## src/design/cpr_pkg.sv

```systemverilog
// clock page replacement: shared constants, payload words, state codes and helpers
// no dependencies; the design files refer to this package by scoped names, the testbench imports it
`default_nettype none

package cpr_pkg;

	// sizing of the replacement unit
	localparam int NUM_FRAMES     = 32;
	localparam int PAGE_WORDS     = 16;
	localparam int NUM_PROCS      = 16;
	localparam int PAGES_PER_PROC = 16;

	// field widths of the words on the channels
	localparam int PROC_W  = 4;
	localparam int PAGE_W  = 4;
	localparam int OFF_W   = 4;
	localparam int FRAME_W = 5;
	localparam int PHYS_W  = 9;

	// page map geometry
	localparam int MAP_DEPTH = NUM_PROCS * PAGES_PER_PROC;
	localparam int MAP_AW    = $clog2(MAP_DEPTH);

	typedef struct packed {
		logic [PROC_W-1:0] proc_id;
		logic [PAGE_W-1:0] virt_page;
		logic [OFF_W-1:0]  page_offset;
	} req_word_t;

	typedef struct packed {
		logic               hit;
		logic [FRAME_W-1:0] frame_num;
		logic [PHYS_W-1:0]  phys_index;
		logic               evicted;
		logic [PROC_W-1:0]  evicted_proc;
		logic [PAGE_W-1:0]  evicted_page;
	} rsp_word_t;

	// sequencer states
	typedef enum logic [1:0] {
		ST_IDLE,
		ST_LOOK,
		ST_SWEEP,
		ST_EVICT
	} state_t;

	// result of the find-first unit
	typedef struct packed {
		logic               found;
		logic [FRAME_W-1:0] idx;
	} ffz_res_t;

	// page map update port: one mapping written, one old mapping dropped
	typedef struct packed {
		logic              wr_en;
		logic [MAP_AW-1:0] wr_addr;
		logic [FRAME_W-1:0] wr_frame;
		logic              inv_en;
		logic [MAP_AW-1:0] inv_addr;
	} map_upd_t;

	// page map index of a process and page
	function automatic logic [MAP_AW-1:0] map_addr(input logic [PROC_W-1:0] proc,
			input logic [PAGE_W-1:0] page);
		logic [31:0] p;
		logic [31:0] g;
		p = 32'(proc) % NUM_PROCS;
		g = 32'(page) % PAGES_PER_PROC;
		return MAP_AW'(p * PAGES_PER_PROC + g);
	endfunction

	// physical word index of a frame and offset
	function automatic logic [PHYS_W-1:0] phys_addr(input logic [FRAME_W-1:0] frame,
			input logic [OFF_W-1:0] off);
		logic [31:0] o;
		o = 32'(off) % PAGE_WORDS;
		return PHYS_W'(32'(frame) * PAGE_WORDS + o);
	endfunction

endpackage

`default_nettype wire

```

## src/design/cpr_req_if.sv

```systemverilog
// request channel: valid/ready handshake carrying one access word
// depends on cpr_pkg for the payload type
`default_nettype none

interface cpr_req_if;
	logic                valid;
	logic                ready;
	cpr_pkg::req_word_t  data;

	modport source(output valid, output data, input ready);
	modport sink(input valid, input data, output ready);
endinterface

`default_nettype wire

```

## src/design/cpr_rsp_if.sv

```systemverilog
// response channel: valid/ready handshake carrying one result word
// depends on cpr_pkg for the payload type
`default_nettype none

interface cpr_rsp_if;
	logic                valid;
	logic                ready;
	cpr_pkg::rsp_word_t  data;

	modport source(output valid, output data, input ready);
	modport sink(input valid, input data, output ready);
endinterface

`default_nettype wire

```

## src/design/cpr_ffz.sv

```systemverilog
// find-first unit: lowest frame index among candidate frames
// shared by the forward scan and the wrap sweep; uses cpr_pkg
`default_nettype none

module cpr_ffz (
	input  wire logic [cpr_pkg::NUM_FRAMES-1:0] cand,
	output cpr_pkg::ffz_res_t                   res
);

	// priority encode, lowest index wins
	always_comb begin
		res = '0;
		for (int i = cpr_pkg::NUM_FRAMES - 1; i >= 0; i--) begin
			if (cand[i]) begin
				res.found = 1'b1;
				res.idx   = cpr_pkg::FRAME_W'(i);
			end
		end
	end

endmodule

`default_nettype wire

```

## src/design/cpr_map.sv

```systemverilog
// page map: frame number memory with registered read, present bits in flops
// uses cpr_pkg for geometry and the update struct
`default_nettype none

module cpr_map (
	input  wire logic                           clk,
	input  wire logic                           arst_n,
	input  wire logic                           rd_en,
	input  wire logic [cpr_pkg::MAP_AW-1:0]     rd_addr,
	output logic                                rd_valid,
	output logic [cpr_pkg::FRAME_W-1:0]         rd_frame,
	input  cpr_pkg::map_upd_t                   upd
);

	logic [cpr_pkg::FRAME_W-1:0]   frame_mem [cpr_pkg::MAP_DEPTH];
	logic [cpr_pkg::MAP_DEPTH-1:0] present_q;
	logic                          rd_valid_q;
	logic [cpr_pkg::FRAME_W-1:0]   rd_frame_q;

	// frame memory, written on a fault, read on every access
	always_ff @(posedge clk) begin
		if (upd.wr_en)
			frame_mem[upd.wr_addr] <= upd.wr_frame;
		if (rd_en)
			rd_frame_q <= frame_mem[rd_addr];
	end

	// present bits; a new mapping wins over a dropped one
	always_ff @(posedge clk or negedge arst_n) begin
		if (!arst_n) begin
			present_q  <= '0;
			rd_valid_q <= 1'b0;
		end else begin
			if (upd.inv_en)
				present_q[upd.inv_addr] <= 1'b0;
			if (upd.wr_en)
				present_q[upd.wr_addr] <= 1'b1;
			if (rd_en)
				rd_valid_q <= present_q[rd_addr];
		end
	end

	assign rd_valid = rd_valid_q;
	assign rd_frame = rd_frame_q;

endmodule

`default_nettype wire

```

## src/design/clock_page_replacement_core.sv

```systemverilog
// clock page replacement core: sequencer, frame owners, reference bits, hand
// a hit is loaded into the result register from ST_LOOK, a fault found ahead of
// the hand via ST_EVICT, a wrap sweep via ST_SWEEP then ST_EVICT; a full result
// register holds ST_LOOK and ST_EVICT; one item in flight at a time
// reset clears state, hand, reference bits, owner and page map present bits at once
// depends on cpr_pkg, cpr_req_if, cpr_rsp_if, cpr_ffz, cpr_map
`default_nettype none

module clock_page_replacement_core (
	input  wire logic  clk,
	input  wire logic  arst_n,
	cpr_req_if.sink    req,
	cpr_rsp_if.source  rsp
);

	localparam int NF = cpr_pkg::NUM_FRAMES;
	localparam int FW = cpr_pkg::FRAME_W;

	cpr_pkg::state_t    state_q, state_d;
	cpr_pkg::req_word_t req_q;
	cpr_pkg::rsp_word_t rsp_q, emit_word;
	logic               rsp_valid_q;
	logic [NF-1:0]      ref_q, ref_d;
	logic [FW-1:0]      hand_q;
	logic [FW-1:0]      victim_q, victim_d;
	logic [NF-1:0]      own_valid_q;
	logic [cpr_pkg::PROC_W-1:0] own_proc_q [NF];
	logic [cpr_pkg::PAGE_W-1:0] own_page_q [NF];

	logic               accept;
	logic               slot_free;
	logic               emit;
	logic               evict_go;
	logic [NF-1:0]      hi_mask;
	logic [NF-1:0]      below_mask;
	logic [NF-1:0]      cand;
	cpr_pkg::ffz_res_t  ffz;
	logic               map_valid;
	logic [FW-1:0]      map_frame;
	cpr_pkg::map_upd_t  upd;

	assign slot_free = !rsp_valid_q || rsp.ready;
	assign req.ready = (state_q == cpr_pkg::ST_IDLE);
	assign accept    = req.valid && req.ready;

	// page map lookup issued with the accepted word
	cpr_map u_map (
		.clk      (clk),
		.arst_n   (arst_n),
		.rd_en    (accept),
		.rd_addr  (cpr_pkg::map_addr(req.data.proc_id, req.data.virt_page)),
		.rd_valid (map_valid),
		.rd_frame (map_frame),
		.upd      (upd)
	);

	// window mask relative to the hand
	always_comb begin
		for (int f = 0; f < NF; f++) begin
			hi_mask[f] = (FW'(f) >= hand_q);
		end
	end

	// window mask below the found frame
	always_comb begin
		for (int f = 0; f < NF; f++) begin
			below_mask[f] = (FW'(f) < ffz.idx);
		end
	end

	// forward scan looks at or past the hand, the sweep looks below it
	assign cand = ~ref_q & ((state_q == cpr_pkg::ST_SWEEP) ? ~hi_mask : hi_mask);

	cpr_ffz u_ffz (
		.cand (cand),
		.res  (ffz)
	);

	// sequencer: next state, reference bits and result word
	always_comb begin
		state_d   = state_q;
		victim_d  = victim_q;
		ref_d     = ref_q;
		emit      = 1'b0;
		evict_go  = 1'b0;
		emit_word = '0;
		unique case (state_q)
			cpr_pkg::ST_IDLE: begin
				if (accept)
					state_d = cpr_pkg::ST_LOOK;
			end
			cpr_pkg::ST_LOOK: begin
				if (map_valid) begin
					if (slot_free) begin
						emit                 = 1'b1;
						emit_word.hit        = 1'b1;
						emit_word.frame_num  = map_frame;
						emit_word.phys_index = cpr_pkg::phys_addr(map_frame, req_q.page_offset);
						ref_d[map_frame]     = 1'b1;
						state_d              = cpr_pkg::ST_IDLE;
					end
				end else if (ffz.found) begin
					victim_d = ffz.idx;
					state_d  = cpr_pkg::ST_EVICT;
				end else begin
					state_d = cpr_pkg::ST_SWEEP;
				end
			end
			cpr_pkg::ST_SWEEP: begin
				// bits from the hand up, and below the found frame, lose their chance
				if (ffz.found) begin
					victim_d = ffz.idx;
					ref_d    = ref_q & ~(hi_mask | below_mask);
				end else begin
					victim_d = hand_q;
					ref_d    = '0;
				end
				state_d = cpr_pkg::ST_EVICT;
			end
			cpr_pkg::ST_EVICT: begin
				if (slot_free) begin
					emit                 = 1'b1;
					evict_go             = 1'b1;
					emit_word.frame_num  = victim_q;
					emit_word.phys_index = cpr_pkg::phys_addr(victim_q, req_q.page_offset);
					if (own_valid_q[victim_q]) begin
						emit_word.evicted      = 1'b1;
						emit_word.evicted_proc = own_proc_q[victim_q];
						emit_word.evicted_page = own_page_q[victim_q];
					end
					ref_d[victim_q] = 1'b1;
					state_d         = cpr_pkg::ST_IDLE;
				end
			end
			default: state_d = cpr_pkg::ST_IDLE;
		endcase
	end

	// page map update on a fault; the old owner's mapping always points here
	always_comb begin
		upd          = '0;
		upd.wr_en    = evict_go;
		upd.wr_addr  = cpr_pkg::map_addr(req_q.proc_id, req_q.virt_page);
		upd.wr_frame = victim_q;
		upd.inv_en   = evict_go && own_valid_q[victim_q];
		upd.inv_addr = cpr_pkg::map_addr(own_proc_q[victim_q], own_page_q[victim_q]);
	end

	// control state
	always_ff @(posedge clk or negedge arst_n) begin
		if (!arst_n) begin
			state_q     <= cpr_pkg::ST_IDLE;
			ref_q       <= '0;
			hand_q      <= '0;
			own_valid_q <= '0;
			rsp_valid_q <= 1'b0;
		end else begin
			state_q <= state_d;
			ref_q   <= ref_d;
			if (evict_go) begin
				hand_q                <= victim_q + FW'(1);
				own_valid_q[victim_q] <= 1'b1;
			end
			if (emit)
				rsp_valid_q <= 1'b1;
			else if (rsp.ready)
				rsp_valid_q <= 1'b0;
		end
	end

	// payload registers
	always_ff @(posedge clk) begin
		if (accept)
			req_q <= req.data;
		victim_q <= victim_d;
		if (evict_go) begin
			own_proc_q[victim_q] <= req_q.proc_id;
			own_page_q[victim_q] <= req_q.virt_page;
		end
		if (emit)
			rsp_q <= emit_word;
	end

	assign rsp.valid = rsp_valid_q;
	assign rsp.data  = rsp_q;

	// the frame taken on a fault never carries a set reference bit
	a_victim_clear: assert property (@(posedge clk) disable iff (!arst_n)
		(state_q == cpr_pkg::ST_EVICT) |-> !ref_q[victim_q])
		else $error("victim frame has its reference bit set");

	// after a fault the hand sits just past the frame taken
	a_hand_moves: assert property (@(posedge clk) disable iff (!arst_n)
		evict_go |=> (hand_q == $past(victim_q + FW'(1))))
		else $error("hand not advanced past victim");

	// a hit never reports a displaced page
	a_hit_no_evict: assert property (@(posedge clk) disable iff (!arst_n)
		(emit && emit_word.hit) |-> !emit_word.evicted)
		else $error("hit word flags an eviction");

	// the frame in every result word is marked referenced afterwards
	a_ref_set: assert property (@(posedge clk) disable iff (!arst_n)
		emit |=> ref_q[$past(emit_word.frame_num)])
		else $error("reference bit not set for returned frame");

	// no new word is taken while an access is still being worked on
	a_one_in_flight: assert property (@(posedge clk) disable iff (!arst_n)
		accept |=> !req.ready)
		else $error("request accepted while busy");

endmodule

`default_nettype wire

```

## src/flat_wrapper.sv

```systemverilog
// flat-port wrapper written by rule: the top's interface ports become plain ports
module clock_page_replacement_core_flat 
  (clk, arst_n, req_valid, req_data, req_ready, rsp_valid, rsp_data, rsp_ready);
  cpr_req_if req_i ();
  cpr_rsp_if rsp_i ();
  input  wire logic clk;
  input  wire logic arst_n;
  input wire logic [$bits(req_i.valid)-1:0] req_valid;
  input wire logic [$bits(req_i.data)-1:0] req_data;
  output wire logic [$bits(req_i.ready)-1:0] req_ready;
  output wire logic [$bits(rsp_i.valid)-1:0] rsp_valid;
  output wire logic [$bits(rsp_i.data)-1:0] rsp_data;
  input wire logic [$bits(rsp_i.ready)-1:0] rsp_ready;
  assign req_i.valid = req_valid;
  assign req_i.data = req_data;
  assign req_ready = req_i.ready;
  assign rsp_valid = rsp_i.valid;
  assign rsp_data = rsp_i.data;
  assign rsp_i.ready = rsp_ready;
  clock_page_replacement_core u_core (.clk(clk), .arst_n(arst_n), .req(req_i), .rsp(rsp_i));
endmodule
```

## config.mk

```make
export PLATFORM = sky130hd
export DESIGN_NAME = clock_page_replacement_core_flat
export DESIGN_NICKNAME = d
export VERILOG_FILES = /design/src/design/cpr_pkg.sv /design/src/design/cpr_req_if.sv /design/src/design/cpr_rsp_if.sv /design/src/design/cpr_ffz.sv /design/src/design/cpr_map.sv /design/src/design/clock_page_replacement_core.sv /design/src/flat_wrapper.sv
export SDC_FILE = /design/constraint.sdc
export NUM_CORES = 2
export LEC_CHECK = 0
export BUFFER_PORTS_ARGS = -buffer_cell sky130_fd_sc_hd__clkbuf_2
export CAP_MARGIN = 5
export CELL_PAD_IN_SITES_DETAIL_PLACEMENT = 1
export CELL_PAD_IN_SITES_GLOBAL_PLACEMENT = 2
export CORE_AREA = 2 2 420 422
export CTS_CLUSTER_SIZE = 12
export DETAILED_ROUTE_END_ITERATION = 7
export DIE_AREA = 0 0 422 424
export GPL_TIMING_DRIVEN = 0
export HOLD_SLACK_MARGIN = 0.03
export PLACE_DENSITY = 0.81
export RECOVER_POWER = 25
export SETUP_SLACK_MARGIN = 0.2
export SYNTH_ARGS = -nofsm -noshare
export SYNTH_HDL_FRONTEND = slang
export SYNTH_SLANG_ARGS = --single-unit
```

## constraint.sdc

```tcl
create_clock -name clk -period 7.6 [get_ports clk]
set_input_delay 1.9 -clock clk [delete_from_list [all_inputs] [get_ports clk]]
set_output_delay 1.9 -clock clk [all_outputs]
set_load 0.01 [all_outputs]
```

==> results.yml <==
sta:
  rsz0062_at_grt: "no"
  setup_viol: 0
  fmaxAchievable_mhz: 155.1
  fin_worst_skew_ns: 0.05888
  worst_pin_slew_ns: 1.609
  whs_ns: 0.4643
  period_minus_slack_ns: 6.449
  finalHoldViolCount: 0
  slew_headroom: -0.07249
  min_period_over_period: 0.8486
  maxSlewViolCount: 205
die:
  start_util: 0.4470
  dieWidth_um: 422
  die_area_sq_um: 178900
  core_area_sq_um: 175000
  die_h_um: 424
  row_count: 154
  io_pins: 42
cts:
  insertion_delay_ns: 0.86
  cts.sinks: 1911
  holdBufCountCts: 0
  cts_tree: "done"
  cts_resized: 0
  htree_levels: 4
  cts_made_buffers: 193
  max-clock-path-buffers: 3
  post_cts_buffers: 0
  cts_root_buffer: "clkbuf_16"
  path_clk_slew_ns: 0.06
worst_setup_path:
  crit_fanout: 10
  slowest_delay_ns: 0.85
  critPathKind: "in -> reg"
  cpMostUsedCell: "clkbuf_1"
  arrival_ns: 7.08
  required_ns: 8.23
  slowest_stage: "clkbuf_1"
  crit_chain: "clkbuf_1, clkbuf_1, clkbuf_1, buf_1, clkbuf_1, mux4_2, mux4_2, a22oi_1, a21oi_1, a2111oi_0, a311oi_1"
  endpoint_kind: "register"
  cp-start-kind: "primary input"
drt:
  vias_per_cell: 6.392
  dr_total_vias: 45691
  remaining_drc_errors: 0
  first_pass_iters: 5
  wl_um: 244900
  wl_per_cell_um: 34.26
  drtAntennaViolNets: 0
  drt_iter0_markers: 5924
place:
  gp_congestion: 0.9311
  hpwl_um: 171600
  portBuffers: 41
outcome:
  status: "complete, but fails checks"
  failed_checks: "capacitance limit, slew limit"
final_layout:
  fillerInstances: 16273
  drive_gt1_frac: 0.2146
  multi_input_area_sq_um: 21100
  syn2layout_area_growth_pct: 12.90
  seq_area_sq_um: 55690
  fin_nets: 4694
synthesis:
  synth_cells: 4354
  syn_avg_cell_area_sq_um: 17.96
  ys_seq_area_frac: 0.7120
  syn_area_sq_um: 78210
  synth_fp_nets: 4374
  synth_edf_count: 1577
  ys_ff_latch: 1911
  synth_cell_type_count: 81
  synthFlopType: "edfxtp_1"
  async_reset_ff_frac: 0.1722
  synthTopCellsByArea: "edfxtp_1 61%, mux4_2 17%, dfrtp_1 11%"
  synth_largest_area_cell: "edfxtp_1"
  ys_warn_count: 0
  synth_top_cell_area_share: 0.6055
global_route:
  grt_overflow: 0
  antenna_found_initial: 15
  grt_pass1_vias: 46912
  grt_max_degree: 100
  grt_pass1_wl_um: 352200
  track_usage: 0.2754
power:
  p_int_mw: 20.13
  leakage_nw: 28.76
  max-vdd-ir-drop_mv: 0.2259
  power_mw: 29.49
  power_frac_comb: 0.240
  p_sw_frac: 0.3174
  p_clk_frac: 0.306
  p_sw_mw: 9.358
  pwr_density_cell_nw_per_um2: 333.9
  pwr-share-seq: 0.454
worst_hold_path:
  min_path_type: "reg -> reg"
flow_run:
  max_cap_violations: 8
[stage by stage]
step / instances / TNS, ns / area [sq um] / setup WS [ns] / util
finish: 7148 / 0 / 88300 / 1.151 / 0.5047
global route: 7146 / 0 / 88300 / 1.056 / 0.5047
CTS: 7138 / 0 / 89080 / 1.279 / 0.5092
detailed placement: 6813 / 0 / 83240 / 0.4997 / 0.4758
global placement: 6735 / -2391.82 / 81350 / -3.857 / 0.4649
floorplan: 4354 / 0 / 78210 / 1.353 / -
[power groups by stage]
stage          clock [mW]  combinational (mW)  sequential, mW
2_1_floorplan           0                3.30            14.2
3_3_place_gp            0                5.33            15.0
3_5_place_dp            0                7.38            13.6
4_1_cts              9.09                7.43            13.3
5_1_grt              9.44                7.46            13.4
6_report             9.03                7.08            13.4
[flip-flops by register name (all words and copies together) (netlist names), named ones only]
name	flops
u_core.own_valid_q	32
u_core.ref_q	32
u_core.u_map.frame_mem	1280
u_core.u_map.rd_valid	1
u_core.hand_q	5
u_core.rsp.valid	1
u_core.state_q	2
u_core.own_proc_q	128
u_core.req_q	12
u_core.rsp.data	19
u_core.u_map.present_q	256
u_core.u_map.rd_frame	5
u_core.own_page_q	128
u_core.victim_q	5
[cells in the final DEF (no fill, tap or decap), types with 11 or more instances in the layout]
cell	synthesis	layout
or2_2	49	49
o21ai_0	537	537
mux4_2	593	593
buf_8	0	20
clkbuf_2	1	47
buf_1	54	54
a31oi_1	11	11
nor3_1	17	17
clkinv_2	0	13
clkinv_1	0	25
and2_1	11	11
clkbuf_8	0	19
edfxtp_1	1577	1577
buf_2	27	28
buf_16	0	23
o22ai_1	37	37
o21ai_1	16	16
mux2i_1	11	11
nand2b_1	13	13
inv_1	36	36
nor2b_1	29	29
clkbuf_16	0	197
nor2_1	361	361
a22oi_1	14	14
dfrtp_1	329	329
nand2_1	110	110
nand3_1	35	35
a21oi_1	65	65
clkbuf_1	241	332
[cell type report]
| cell class | count | area share |
|---|---|---|
| clock inverters | 53 | 0.005087 |
| clock buffers | 272 | 0.06106 |
| flip-flops and latches | 1911 | 0.6307 |
| repair buffers | 125 | 0.01467 |
| well taps | 2340 | 0.03316 |
| multi-input cells | 2079 | 0.2390 |
| plain buffers | 328 | 0.01472 |
| inverters | 36 | 0.001530 |
| diodes | 4 | 0.0001134 |
[worst paths after layout]
kind / startpoint / to / slack (ns) / cells after the start
max: req_data[5] / u_core.u_map.rd_valid / 1.15 / 11
min: u_core.own_valid_q[3] / u_core.own_valid_q[3] / 0.46 / 1
max reg2reg: register / u_core.u_map.present_q[118] / 1.58 / 11
min reg2reg: u_core.own_valid_q[3] / u_core.own_valid_q[3] / 0.46 / 1
max in group asynchronous: arst_n / u_core.u_map.present_q[90] / 5.05 / 3
min in group asynchronous: arst_n / u_core.own_valid_q[4] / 1.06 / 1
[critical path, delay by kind of cell]
family	cells	cell delay (ns)
buf+inv	5	3.35
compound gates	4	0.80
mux	2	0.98
[layer usage]
| layer | wire [um] | share of wire | vias to the layer above | global-route usage |
|---|---|---|---|---|
| li1 | - | - | 18120 | - |
| met1 | 96310 | 0.39 | 24415 | 0.3798 |
| met2 | 114800 | 0.47 | 2631 | 0.4327 |
| met3 | 22050 | 0.090 | 523 | 0.05154 |
| met4 | 11790 | 0.048 | 2 | 0.1173 |
| met5 | 13 | 0.000053 | - | 0 |
[Yosys cell counts (all sizes together), types with 7 or more instances]
cell type  count
o21a           7
mux2i         11
buf           86
mux2           7
o22ai         37
nand2        111
nand2b        13
inv           36
a21o           7
or2           52
and2          11
dfrtp        329
a2111oi        7
clkbuf       242
a31oi         11
a221oi        10
edfxtp      1577
nand3         35
o211ai         9
o21ai        553
xnor2          9
nor2b         29
a22oi         14
a21oi         65
nor3          19
nor2         361
or3            8
a22o           8
nand3b         7
mux4         593
[cells by family after synthesis]
kind of cell / after synthesis / share of synthesized area
buffers and inverters: 364 / 0.01816
multiplexers: 611 / 0.1732
flip-flops: 1911 / 0.7120
XOR/XNOR: 11 / 0.001232
AND/OR/NAND/NOR: 672 / 0.03863
adder cells (fa/ha/maj): 5 / 0.0007679
AO/OA/AOI/OAI: 780 / 0.05598
(Power assumes the default switching activity.)
